### src/sv/pmsc_pkg.sv
// Shared types, constants and helpers of the page mode sprite compositor.
package pmsc_pkg;

  // Tile memory geometry: depth is a power of two so address wrap is a truncation.
  localparam int TMEM_AW        = 12;
  localparam int TILE_MEM_DEPTH = 1 << TMEM_AW;

  // Screen geometry; counter widths follow the result fields.
  localparam int COLUMNS = 128;
  localparam int PAGES   = 8;
  localparam int COL_W   = 7;
  localparam int PAGE_W  = 3;

  // Operation queue between front and back.
  localparam int OPQ_DEPTH = 4;
  localparam int OPQ_AW    = $clog2(OPQ_DEPTH);

  // Result queue depth is fixed at two entries.
  localparam int RESQ_DEPTH = 2;

  // Input command codes.
  localparam logic [1:0] CMD_WRITE     = 2'd0;
  localparam logic [1:0] CMD_DRAW      = 2'd1;
  localparam logic [1:0] CMD_END_LAYER = 2'd2;
  localparam logic [1:0] CMD_END_COL   = 2'd3;

  localparam logic [7:0] BYTE_ONES = 8'hFF;

  typedef enum logic [2:0] {
    OP_WRITE,
    OP_SKIP,
    OP_DRAW,
    OP_FOLD,
    OP_EMIT
  } op_kind_t;

  typedef enum logic [1:0] {
    RD_BITMAP,
    RD_MASK,
    RD_ODD
  } rd_tag_t;

  typedef enum logic {
    BK_IDLE,
    BK_FETCH
  } bk_state_t;

  // One input item as seen on the ports.
  typedef struct packed {
    logic [1:0]  cmd;
    logic [11:0] address;
    logic [7:0]  data;
    logic [3:0]  tile_width;
    logic        has_mask;
    logic        transparent;
    logic        has_odd_bitmap;
    logic        flip_x;
    logic        flip_y;
    logic        invert;
    logic [7:0]  pos_x;
    logic [7:0]  pos_y;
  } in_item_t;

  // Classified operation handed from the front to the back.
  typedef struct packed {
    op_kind_t            kind;
    logic [TMEM_AW-1:0]  addr;       // write address or bitmap address
    logic [7:0]          data;
    logic [TMEM_AW-1:0]  mask_addr;
    logic [TMEM_AW-1:0]  odd_addr;
    logic                has_mask;
    logic                transparent;
    logic                use_odd;
    logic                flip_y;
    logic                invert;
    logic                top;
    logic [2:0]          shift;
    logic [PAGE_W-1:0]   page;
    logic [COL_W-1:0]    column;
    logic                frame_end;
  } op_t;

  typedef struct packed {
    logic [7:0]        pixel_byte;
    logic [PAGE_W-1:0] page;
    logic [COL_W-1:0]  column;
    logic              frame_end;
  } res_t;

  function automatic logic [7:0] bit_rev8(input logic [7:0] v);
    logic [7:0] r;
    for (int i = 0; i < 8; i++) begin
      r[i] = v[7-i];
    end
    return r;
  endfunction

endpackage

### src/sv/pmsc_front.sv
// Front end: classifies input items and tracks column, page and frame parity.
module pmsc_front
  import pmsc_pkg::*;
(
  input  logic     clk,
  input  logic     rst_n,
  input  logic     accept,
  input  in_item_t item,
  output op_t      op
);

  logic [COL_W-1:0]  col_r,  col_nxt;
  logic [PAGE_W-1:0] page_r, page_nxt;
  logic              odd_r,  odd_nxt;

  logic [8:0]         col9, px9, px_end9, off9;
  logic [3:0]         off, idx;
  logic               covers_x;
  logic [8:0]         page_y9, py9;
  logic               top_hit, bot_hit;
  logic [TMEM_AW-1:0] bm_addr, mk_addr;
  logic               last_col, last_page;

  // Horizontal coverage and tile column index.
  always_comb begin
    col9     = {2'b00, col_r};
    px9      = {1'b0, item.pos_x};
    px_end9  = px9 + {5'b00000, item.tile_width};
    covers_x = (col9 >= px9) && (col9 < px_end9);
    off9     = col9 - px9;
    off      = off9[3:0];
    idx      = item.flip_x ? (item.tile_width - 4'd1 - off) : off;
    bm_addr  = TMEM_AW'(item.address) + TMEM_AW'(idx);
    mk_addr  = bm_addr + TMEM_AW'(item.tile_width);
  end

  // Vertical placement: tile starts in this page, or spills in from the page above.
  always_comb begin
    page_y9 = {3'b000, page_r, 3'b000};
    py9     = {1'b0, item.pos_y};
    top_hit = item.pos_y[7:3] == {2'b00, page_r};
    bot_hit = (page_y9 >= py9) && (page_y9 < py9 + 9'd8);
  end

  assign last_col  = col_r == COL_W'(COLUMNS - 1);
  assign last_page = page_r == PAGE_W'(PAGES - 1);

  always_comb begin
    op             = '0;
    op.kind        = OP_SKIP;
    op.addr        = TMEM_AW'(item.address);
    op.data        = item.data;
    op.mask_addr   = mk_addr;
    op.odd_addr    = item.has_mask ? (mk_addr + TMEM_AW'(item.tile_width)) : mk_addr;
    op.has_mask    = item.has_mask;
    op.transparent = item.transparent;
    op.use_odd     = item.has_odd_bitmap && odd_r;
    op.flip_y      = item.flip_y;
    op.invert      = item.invert;
    op.top         = top_hit;
    op.shift       = top_hit ? item.pos_y[2:0] : 3'(page_y9 - py9);
    op.page        = page_r;
    op.column      = col_r;
    op.frame_end   = last_col && last_page;
    unique case (item.cmd)
      CMD_WRITE:     op.kind = OP_WRITE;
      CMD_DRAW: begin
        op.kind = OP_SKIP;
        if (covers_x && (top_hit || bot_hit)) begin
          op.kind = OP_DRAW;
          op.addr = bm_addr;
        end
      end
      CMD_END_LAYER: op.kind = OP_FOLD;
      CMD_END_COL:   op.kind = OP_EMIT;
      default:       op.kind = OP_SKIP;
    endcase
  end

  // Advance position on every accepted end-column item.
  always_comb begin
    col_nxt  = col_r;
    page_nxt = page_r;
    odd_nxt  = odd_r;
    if (accept && item.cmd == CMD_END_COL) begin
      col_nxt = last_col ? '0 : col_r + 1'b1;
      if (last_col) begin
        page_nxt = last_page ? '0 : page_r + 1'b1;
        if (last_page) begin
          odd_nxt = ~odd_r;
        end
      end
    end
  end

  always_ff @(posedge clk) begin
    if (!rst_n) begin
      col_r  <= '0;
      page_r <= '0;
      odd_r  <= 1'b0;
    end else begin
      col_r  <= col_nxt;
      page_r <= page_nxt;
      odd_r  <= odd_nxt;
    end
  end

endmodule

### config.mk
export PLATFORM = sky130hd
export DESIGN_NAME = pmsc_front
export DESIGN_NICKNAME = d
export VERILOG_FILES = /design/src/sv/pmsc_pkg.sv /design/src/sv/pmsc_front.sv
export SDC_FILE = /design/constraint.sdc
export NUM_CORES = 1
export LEC_CHECK = 0
export ABC_AREA = 1
export BUFFER_PORTS_ARGS = -buffer_cell sky130_fd_sc_hd__buf_2
export CAP_MARGIN = 25
export CORE_UTILIZATION = 50
export DETAILED_ROUTE_END_ITERATION = 16
export GPL_TIMING_DRIVEN = 0
export PLACE_DENSITY_LB_ADDON = 0.08
export REMOVE_ABC_BUFFERS = 1
export SYNTH_ARGS = -nofsm -noshare
export SYNTH_HDL_FRONTEND = slang
export SYNTH_SLANG_ARGS = --single-unit
export TNS_END_PERCENT = 20
### constraint.sdc
create_clock -name clk -period 7.9 [get_ports clk]
set_clock_uncertainty 0.2 [all_clocks]
set_input_delay 1.58 -clock clk [delete_from_list [all_inputs] [get_ports clk]]
set_output_delay 1.58 -clock clk [all_outputs]
set_load 0.1 [all_outputs]
==> results.md <==
- Initial antenna violation count: 0
- Avg Inst Size Synth: 6.181 um2
- Core footprint: 5608 um2
- First-pass GRT wire length: 12.03 mm
- Synth cell types: 39
- Gr usage total: 23.03%
- Register area share after synthesis: 7.407%
- Worst Path Arrival: 5.98 ns
- Post-DP HPWL: 5.802 mm
- GP Congestion: 0.7761
- Max Fclk: 0.1289 GHz
- Family with the most delay on the worst path: adder cells
- Post-synthesis async set-or-reset flop share: 0%
- Most frequent cells in the layout: nand2_1, buf_2, inv_1
- Final Max Tran Viols: 0
- Yosys top cell by area: ha_1
- Crit-path slowest cell: fa_2
- Period utilization: 98.23%
- # DRC: 0
- Syn Inst Count: 481
- Final hold violation count: 0
- Maxcap violations: 0
- Total die area: 6258 um2
- Synth Cell Area: 2973 um2
- Kind of critical path: input port to output port
- Area after DPL: 3400 um2
- Later-pin clock latency in the skew report: 0.24 ns
- RSZ-0062 raised after global routing: true
- Min Tclk post-route: 7.760 ns
- Slew @ Worst Pin: 0.9377 ns
- Synth top area share: 18.10%
- Commonest non-fill, non-tap cell in the layout: nand2_1
- Final setup viols: 0
- Die Ht: 79.11 um
- Initial Utilization: 53.01%
- Average wire per standard cell: 11.45 um
- Die Width: 79.11 um
- Crit Path Max Fanout: 6
- CP required: 6.12 ns
- Total grt overflow: 0
- Warnings from Yosys: 0
- Delay of the slowest cell on the worst path: 0.56 ns
- Synth Flop Type: dfxtp_1
- Largest net degree at the start of global routing: 25
- Slew HR: 37.30%
- Drt pass-1 iters: 4
- Reg clk slew, reported paths: 0.05 ns
- Number of nets in the layout: 673
- Final wirelength: 7.372 mm
- Synth area leaders: ha_1, nand2_1, inv_1, dfxtp_1, nand3_1
- CTS Sinks: 11
- Row cnt: 27
- Hold Crit Class: flop to flop
- Vias in the first global route: 2862
- Share of cells above drive strength 1: 33.22%
- Critical path capture point type: output port
- Clock Tree Root: clkbuf_8
- Vias per inst: 4.974
- Port Buf Inserts: 95
- Crit path launch type: input port
- Vias post-DR: 3203
- Post-synth EDFFs: 0
- Hold WS: 0.2581 ns
- N_diodes: 0
- Power Density: 291.2 nW/um2
- DRT iter0 DRCs: 89
- H-tree Lvls: 1
- Remaining antenna violation count: 0
- Layout area overhead: 27.69%
- Final instance area: 3796 um2
- IO Pins: 118
- Crit path buffers/inverters: 8
- CTS tree: yes
- Leakage: 0.002148 uW
- Outcome: completed
- Clock Path Buffers: 2
- Number of synthesized register bits: 11
- CTS buffer count: 3
- VDD IR max: 0.4249 mV
==> area by class of cell <==
class / instances / area [um2]
repair buffers: 106 / 598.1
flip-flops and latches: 11 / 220.2
multi-input cells: 363 / 2510
well taps: 72 / 90.09
clock buffers: 4 / 45.04
inverters: 88 / 332.8
fillers: 531 / 1812
==> synthesized netlist by cell type, drive strengths merged (2+ instances only) <==
| library cell | count |
|---|---|
| a21oi | 14 |
| xnor2 | 13 |
| clkbuf | 2 |
| nor3 | 6 |
| inv | 88 |
| nand4 | 8 |
| fa | 6 |
| nor2 | 42 |
| xor2 | 11 |
| buf | 17 |
| o21ai | 27 |
| nand3 | 35 |
| ha | 43 |
| nand2 | 141 |
| o211a | 2 |
| a21boi | 2 |
| nand3b | 3 |
| or2 | 2 |
| dfxtp | 11 |
==> worst paths after layout <==
path	from	to	slack, ns	cells past startpoint
setup / recovery	item[8]	op[30]	0.14	29
hold reg to reg	odd_r	odd_r	0.26	2
setup reg to reg	col_r[1]	col_r[3]	5.83	8
hold / removal	odd_r	odd_r	0.26	2
==> through the flow <==
step                setup TNS [ns]  setup WS, ns  cells  utilization, %  power, uW
floorplan                   -23.03        -2.243    462               -      779.3
global placement           -0.8371       -0.2546    629           60.62      891.4
detailed placement          -1.129       -0.3265    629           60.62      900.5
CTS                              0      0.001975    635           62.83      987.8
global route               -0.1519      -0.05401    644           67.69       1168
finish                           0        0.1399    644           67.69       1105
==> power by group <==
group / internal [uW] / total (uW) / switching [uW]
logic: 259 / 992 / 734
registers: 55.9 / 56.4 / 0.442
clock network: 35.4 / 56.4 / 21.0
total: 350 / 1110 / 755
==> kinds of logic (layout without fill, tap and decap cells) <==
family / count (synthesis) / in the layout / share of synthesized area (%)
and+or+nand+nor: 238 / 238 / 37.50
adders and majority gates: 49 / 49 / 22.14
muxes: 1 / 1 / 0.3788
xor gates and xnor gates: 24 / 24 / 7.071
AOI/OAI and AO/OA: 51 / 51 / 9.723
buffers and inverters: 107 / 198 / 15.78
DFF: 11 / 11 / 7.407
==> tightest hold or removal path, delay by kind of cell (launching register included) <==
family	cells	cell delay (ns)
buffers and inverters	1	0.06
AOI/OAI and AO/OA	1	0.05
DFF	1	0.30
==> what timing repair did <==
| item | 4_1_cts | 5_1_grt |
|---|---|---|
| setup endpoints to repair | 6 | 8 |
| gates resized for setup | 16 | 45 |
| pin swaps | 5 | 31 |
| hold buffers | 0 | 0 |
| buffers inserted | 2 | 9 |
==> layer usage <==
metal / vias up / wire length, um / global-route usage, %
met4: 0 / 46 / 2.727
met5: - / 0 / 0
met1: 1421 / 3393 / 28.95
met3: 6 / 413 / 5.287
li1: 1689 / - / -
met2: 87 / 3519 / 40.78
==> state kept, by name (all words and copies together) (netlist names) <==
register  count
odd_r         1
page_r        3
col_r         7
(Power assumes the default switching activity.)
