===== src/sv/pmsc_pkg.sv =====
// Shared types, constants and helpers of the page mode sprite compositor.
package pmsc_pkg;

  // Tile memory geometry: depth is a power of two so address wrap is a truncation.
  localparam int TMEM_AW        = 12;
  localparam int TILE_MEM_DEPTH = 1 << TMEM_AW;

  // Screen geometry; counter widths follow the result fields.
  localparam int COLUMNS = 128;
  localparam int PAGES   = 8;
  localparam int COL_W   = 7;
  localparam int PAGE_W  = 3;

  // Operation queue between front and back.
  localparam int OPQ_DEPTH = 4;
  localparam int OPQ_AW    = $clog2(OPQ_DEPTH);

  // Result queue depth is fixed at two entries.
  localparam int RESQ_DEPTH = 2;

  // Input command codes.
  localparam logic [1:0] CMD_WRITE     = 2'd0;
  localparam logic [1:0] CMD_DRAW      = 2'd1;
  localparam logic [1:0] CMD_END_LAYER = 2'd2;
  localparam logic [1:0] CMD_END_COL   = 2'd3;

  localparam logic [7:0] BYTE_ONES = 8'hFF;

  typedef enum logic [2:0] {
    OP_WRITE,
    OP_SKIP,
    OP_DRAW,
    OP_FOLD,
    OP_EMIT
  } op_kind_t;

  typedef enum logic [1:0] {
    RD_BITMAP,
    RD_MASK,
    RD_ODD
  } rd_tag_t;

  typedef enum logic {
    BK_IDLE,
    BK_FETCH
  } bk_state_t;

  // One input item as seen on the ports.
  typedef struct packed {
    logic [1:0]  cmd;
    logic [11:0] address;
    logic [7:0]  data;
    logic [3:0]  tile_width;
    logic        has_mask;
    logic        transparent;
    logic        has_odd_bitmap;
    logic        flip_x;
    logic        flip_y;
    logic        invert;
    logic [7:0]  pos_x;
    logic [7:0]  pos_y;
  } in_item_t;

  // Classified operation handed from the front to the back.
  typedef struct packed {
    op_kind_t            kind;
    logic [TMEM_AW-1:0]  addr;       // write address or bitmap address
    logic [7:0]          data;
    logic [TMEM_AW-1:0]  mask_addr;
    logic [TMEM_AW-1:0]  odd_addr;
    logic                has_mask;
    logic                transparent;
    logic                use_odd;
    logic                flip_y;
    logic                invert;
    logic                top;
    logic [2:0]          shift;
    logic [PAGE_W-1:0]   page;
    logic [COL_W-1:0]    column;
    logic                frame_end;
  } op_t;

  typedef struct packed {
    logic [7:0]        pixel_byte;
    logic [PAGE_W-1:0] page;
    logic [COL_W-1:0]  column;
    logic              frame_end;
  } res_t;

  function automatic logic [7:0] bit_rev8(input logic [7:0] v);
    logic [7:0] r;
    for (int i = 0; i < 8; i++) begin
      r[i] = v[7-i];
    end
    return r;
  endfunction

endpackage


===== src/sv/pmsc_opq.sv =====
// Short operation queue between the front and the back.
module pmsc_opq
  import pmsc_pkg::*;
(
  input  logic clk,
  input  logic rst_n,
  input  logic wr_en,
  input  op_t  wr_op,
  output logic full,
  input  logic rd_en,
  output logic head_valid,
  output op_t  head
);

  op_t               q_r [OPQ_DEPTH];
  logic [OPQ_AW-1:0] wptr_r, wptr_nxt;
  logic [OPQ_AW-1:0] rptr_r, rptr_nxt;
  logic [OPQ_AW:0]   cnt_r,  cnt_nxt;
  logic              do_wr, do_rd;

  assign full       = cnt_r == (OPQ_AW + 1)'(OPQ_DEPTH);
  assign head_valid = cnt_r != '0;
  assign head       = q_r[rptr_r];
  assign do_wr      = wr_en && !full;
  assign do_rd      = rd_en && head_valid;

  always_comb begin
    wptr_nxt = do_wr ? wptr_r + 1'b1 : wptr_r;
    rptr_nxt = do_rd ? rptr_r + 1'b1 : rptr_r;
    cnt_nxt  = cnt_r;
    if (do_wr && !do_rd) begin
      cnt_nxt = cnt_r + 1'b1;
    end else if (do_rd && !do_wr) begin
      cnt_nxt = cnt_r - 1'b1;
    end
  end

  always_ff @(posedge clk) begin
    if (do_wr) begin
      q_r[wptr_r] <= wr_op;
    end
  end

  always_ff @(posedge clk) begin
    if (!rst_n) begin
      wptr_r <= '0;
      rptr_r <= '0;
      cnt_r  <= '0;
    end else begin
      wptr_r <= wptr_nxt;
      rptr_r <= rptr_nxt;
      cnt_r  <= cnt_nxt;
    end
  end

endmodule


===== config.mk =====
export PLATFORM = sky130hd
export DESIGN_NAME = pmsc_opq
export DESIGN_NICKNAME = d
export VERILOG_FILES = /design/src/sv/pmsc_pkg.sv /design/src/sv/pmsc_opq.sv
export SDC_FILE = /design/constraint.sdc
export NUM_CORES = 1
export LEC_CHECK = 0
export ABC_AREA = 1
export BUFFER_PORTS_ARGS = -buffer_cell sky130_fd_sc_hd__buf_2
export CORE_UTILIZATION = 40
export CTS_CLUSTER_DIAMETER = 60
export DETAILED_ROUTE_END_ITERATION = 8
export GPL_ROUTABILITY_DRIVEN = 0
export GPL_TIMING_DRIVEN = 0
export PLACE_DENSITY = 0.62
export SYNTH_ARGS = -nofsm -noshare
export SYNTH_HDL_FRONTEND = slang
export SYNTH_SLANG_ARGS = --single-unit

===== constraint.sdc =====
create_clock -name clk -period 10.94 [get_ports clk]
set_clock_uncertainty 0.2 [all_clocks]
set_input_delay 1.094 -clock clk [delete_from_list [all_inputs] [get_ports clk]]
set_output_delay 1.094 -clock clk [all_outputs]
set_load 0.01 [all_outputs]

==> results.sh <==
export IMPL_result_of_the_run="complete, no violations"
export IMPL_crit_required_ns=9.65
export IMPL_holdCritPathClass="reg -> reg"
export IMPL_cells_traversed_along_the_worst_timing_path="buf_6 -> inv_6 -> clkbuf_1 -> o21ai_0 -> o22ai_1 -> buf_2"
export IMPL_ant_nets=0
export IMPL_maximum_number_of_pins_on_one_net_before_global_route_repair=29
export IMPL_die_area_sq_um=26710
export IMPL_critical_path_peak_fanout=10
export IMPL_worst_setup_path_end_kind="output pin"
export IMPL_dpl_cell_area_sq_um=11720
export IMPL_buffer_levels_on_the_longest_clock_path=3
export IMPL_rrSetupSlack_ns=8.40
export IMPL_cts_root_buffer="clkbuf_16"
export IMPL_fmax_ghz=0.2967
export IMPL_max_h_tree_level=1
export IMPL_setup_viol_count_final=0
export IMPL_worst_slew_pin_slew_ns=0.8051
export IMPL_synthesis_yosys_warnings=0
export IMPL_layout_filler_cells=2232
export IMPL_dr_total_vias=6366
export IMPL_timing_rr_start="cnt_r[0]"
export IMPL_power_per_cell_area_nw_per_um2=233.9
export IMPL_synth_flop_cell="edfxtp_1"
export IMPL_worst_skew_pair_late_latency_ns=0.54
export IMPL_final_nets=973
export IMPL_worst_r2r_endpoint="q_r[0][18]"
export IMPL_floorplan_initialDensity=0.4103
export IMPL_cts_tree="yes"
export IMPL_list_of_most_frequent_post_synthesis_cells="edfxtp_1, nor2_1, o21ai_0"
export IMPL_crit_path_start_kind="flop"
export IMPL_slew_headroom=0.4620
export IMPL_timing_reg2reg_worst_path_depth=6
export IMPL_drt_pass1_iter_count=5
export IMPL_placeableCoreArea_sq_um=25400
export IMPL_synthCells=717
export IMPL_dieWidth_um=163.4
export IMPL_critPathArrivalTime_ns=2.08
export IMPL_timing_final_hold_violations=0
export IMPL_dieHeight_um=163.4
export IMPL_netlist_cell_type_count=22
export IMPL_unrepaired_setup_endpoints_after_global_routing="false"
export IMPL_min_period_ns=3.371
export IMPL_final_core_occ=0.4957
export IMPL_groute_usage_overall=0.1728
export IMPL_grt_pass1_wl_um=34690
export IMPL_cts_repair_timing_setup_buffer_count=0
export IMPL_postRouteWirelength_um=23250
export IMPL_routed_wire_length_per_instance_um=18.63
export IMPL_critical_path_s_top_delay_family="buffers and inverters"
export IMPL_power_leakage_nw=4.465
export IMPL_hold_depth=2
export IMPL_synth_area_leaders="edfxtp_1, o21ai_0, nor2_1, o22ai_1, dfxtp_1"
export IMPL_synth_nets=794
export IMPL_critical_path_buf_inv_count=4
export IMPL_design_portCount=140
export IMPL_finalCritPeriodShare=0.3081
export IMPL_number_of_enable_flip_flop_cells_after_synthesis=268
export IMPL_dpl_hpwl_um=14300
export IMPL_post_synth_top_count_cell="edfxtp_1"
export IMPL_proportion_of_layout_cells_with_a_drive_suffix_above_1=0.2467
export IMPL_multi_input_comb_area_sq_um=1871
export IMPL_final_max_slew_viol_count=0
export IMPL_overflow=0
export IMPL_dr_first_iter_drc_count=450
export IMPL_buffer_ports_inserted=139
export IMPL_synth_top_area_share=0.7721
export IMPL_asr_flop_ratio_synth=0
export IMPL_cts_num_sinks=277
export IMPL_postSynthRegisterBits=277
export IMPL_antenna_violations_before_repair=1
export IMPL_critPathSlowestCell="clkbuf_1"
export IMPL_ctsResizeCount=0
export IMPL_first_global_vias=6363
export IMPL_postSynthAreaPerCell_sq_um=14.54
export IMPL_design_area_sq_um=12590
export IMPL_row_count=58
export IMPL_cp_depth=6
export IMPL_vdd_ir_drop_worst_mv=0.1405
export IMPL_detail_route_vias_per_cell=5.101
export IMPL_area_growth_syn_to_layout_pct=20.79
export IMPL_setup_worst_path_end="head[31]"
export IMPL_clock_input_transition_at_the_sequential_cells_of_the_worst_setup_and_hold_paths_ns=0.06
export IMPL_synth_largest_area_cell="edfxtp_1"
export IMPL_cts_buffers_inserted=30
export IMPL_cts_hold_fix_buffers=0
export IMPL_layout_area_seq_sq_um=8228
export IMPL_syn_cell_area_sq_um=10420
export IMPL_route_detailed_drc=0
export IMPL_drv_max_cap_violation_count=0
export IMPL_synth_seq_area_share=0.7894
export IMPL_highest_cell_delay_on_the_worst_timing_path_ns=0.40
export IMPL_timing_worst_setup_path_type="reg -> out"
export IMPL_setup_tns_final_ns=0
metal layers:
metal  up-vias  GRT usage  share of wire
met2       169     0.2816           0.48
met5         -          0              0
met3        51    0.03834          0.058
li1       3036          -              -
met4         0    0.05947          0.029
met1      3110     0.2277           0.44
sequential cells by signal (all words and copies together) (netlist names), named ones only:
| name | flops |
|---|---|
| wptr_r | 2 |
| q_r | 268 |
| rptr_r | 2 |
| cnt_r | 3 |
where the power goes:
group / total [W] / switching, W / internal, W
sequential: 0.00132 / 0.0000269 / 0.00129
combinational: 0.000742 / 0.000484 / 0.000258
clock: 0.000887 / 0.000386 / 0.000502
total: 0.00295 / 0.000897 / 0.00205
layout by cell type, fill, tap and decap left out:
cell and instances:
buf_6 10, clkbuf_1 17, inv_2 1, o21ai_1 3
o21ai_0 132, clkinvlp_4 2, ha_1 5, clkinv_1 5
inv_6 1, xor2_1 1, clkinv_4 1, buf_2 153
nor2_4 4, nand2_1 15, nor2_1 144, buf_12 8
fa_1 1, clkinv_2 4, buf_8 1, dfxtp_1 9
o22ai_1 67, nand3b_1 1, diode_2 2, clkinv_8 1
inv_1 15, clkbuf_2 7, edfxtp_1 268, clkbuf_16 30
nand3_1 4, a21oi_1 3, clkbuf_4 3
tightest hold or removal path: cells and delay by family, from the launching register on:
family	cells	cell delay, ns
and+or+nand+nor	1	0.09
DFF	1	0.32
AOI/OAI and AO/OA	1	0.06
worst min path at each step:
| stage | start | to | slack, ns |
|---|---|---|---|
| 2_1_floorplan | rptr_r[1] | flop | 0.26 |
| 3_3_place_gp | rptr_r[0] | rptr_r[0] | 0.29 |
| 3_5_place_dp | rptr_r[0] | rptr_r[0] | 0.30 |
| 4_1_cts | rptr_r[0] | rptr_r[0] | 0.31 |
| 5_1_grt | rptr_r[0] | rptr_r[0] | 0.33 |
| 6_report | rptr_r[0] | rptr_r[0] | 0.31 |
metrics by stage:
stage,cells,hold slack (ns),worst slack [ns],power (W)
final,1248,0.3126,7.569,0.002945
after global routing,1246,0.3344,7.449,0.003090
after CTS,1246,0.3098,7.545,0.002982
after detailed placement,1194,0.3018,7.748,0.002095
after global placement,1186,0.2887,3.817,0.002083
after floorplan,717,0.2648,6.243,0.001768
final cells by class:
type                            count  area share
Clock buffer                       39     0.06231
Buffer                             43     0.02266
Antenna cell                        2   0.0003975
Clock inverter                     13    0.006261
Sequential cell                   277      0.6535
Multi-Input combinational cell    380      0.1486
Tap cell                          330     0.03280
Timing Repair Buffer              147     0.06798
Inverter                           17    0.005466
cells by family (layout without fill, tap and decap cells):
family / count (synthesis) / count (layout) / share of synthesized area
adders and majority gates: 6 / 6 / 0.007923
other: 0 / 2 / 0
AOI/OAI and AO/OA: 205 / 205 / 0.1065
and+or+nand+nor: 168 / 168 / 0.06134
buffers and inverters: 60 / 259 / 0.03397
DFF: 277 / 277 / 0.7894
xor gates and xnor gates: 1 / 1 / 0.0008405
(Power assumes the default switching activity.)
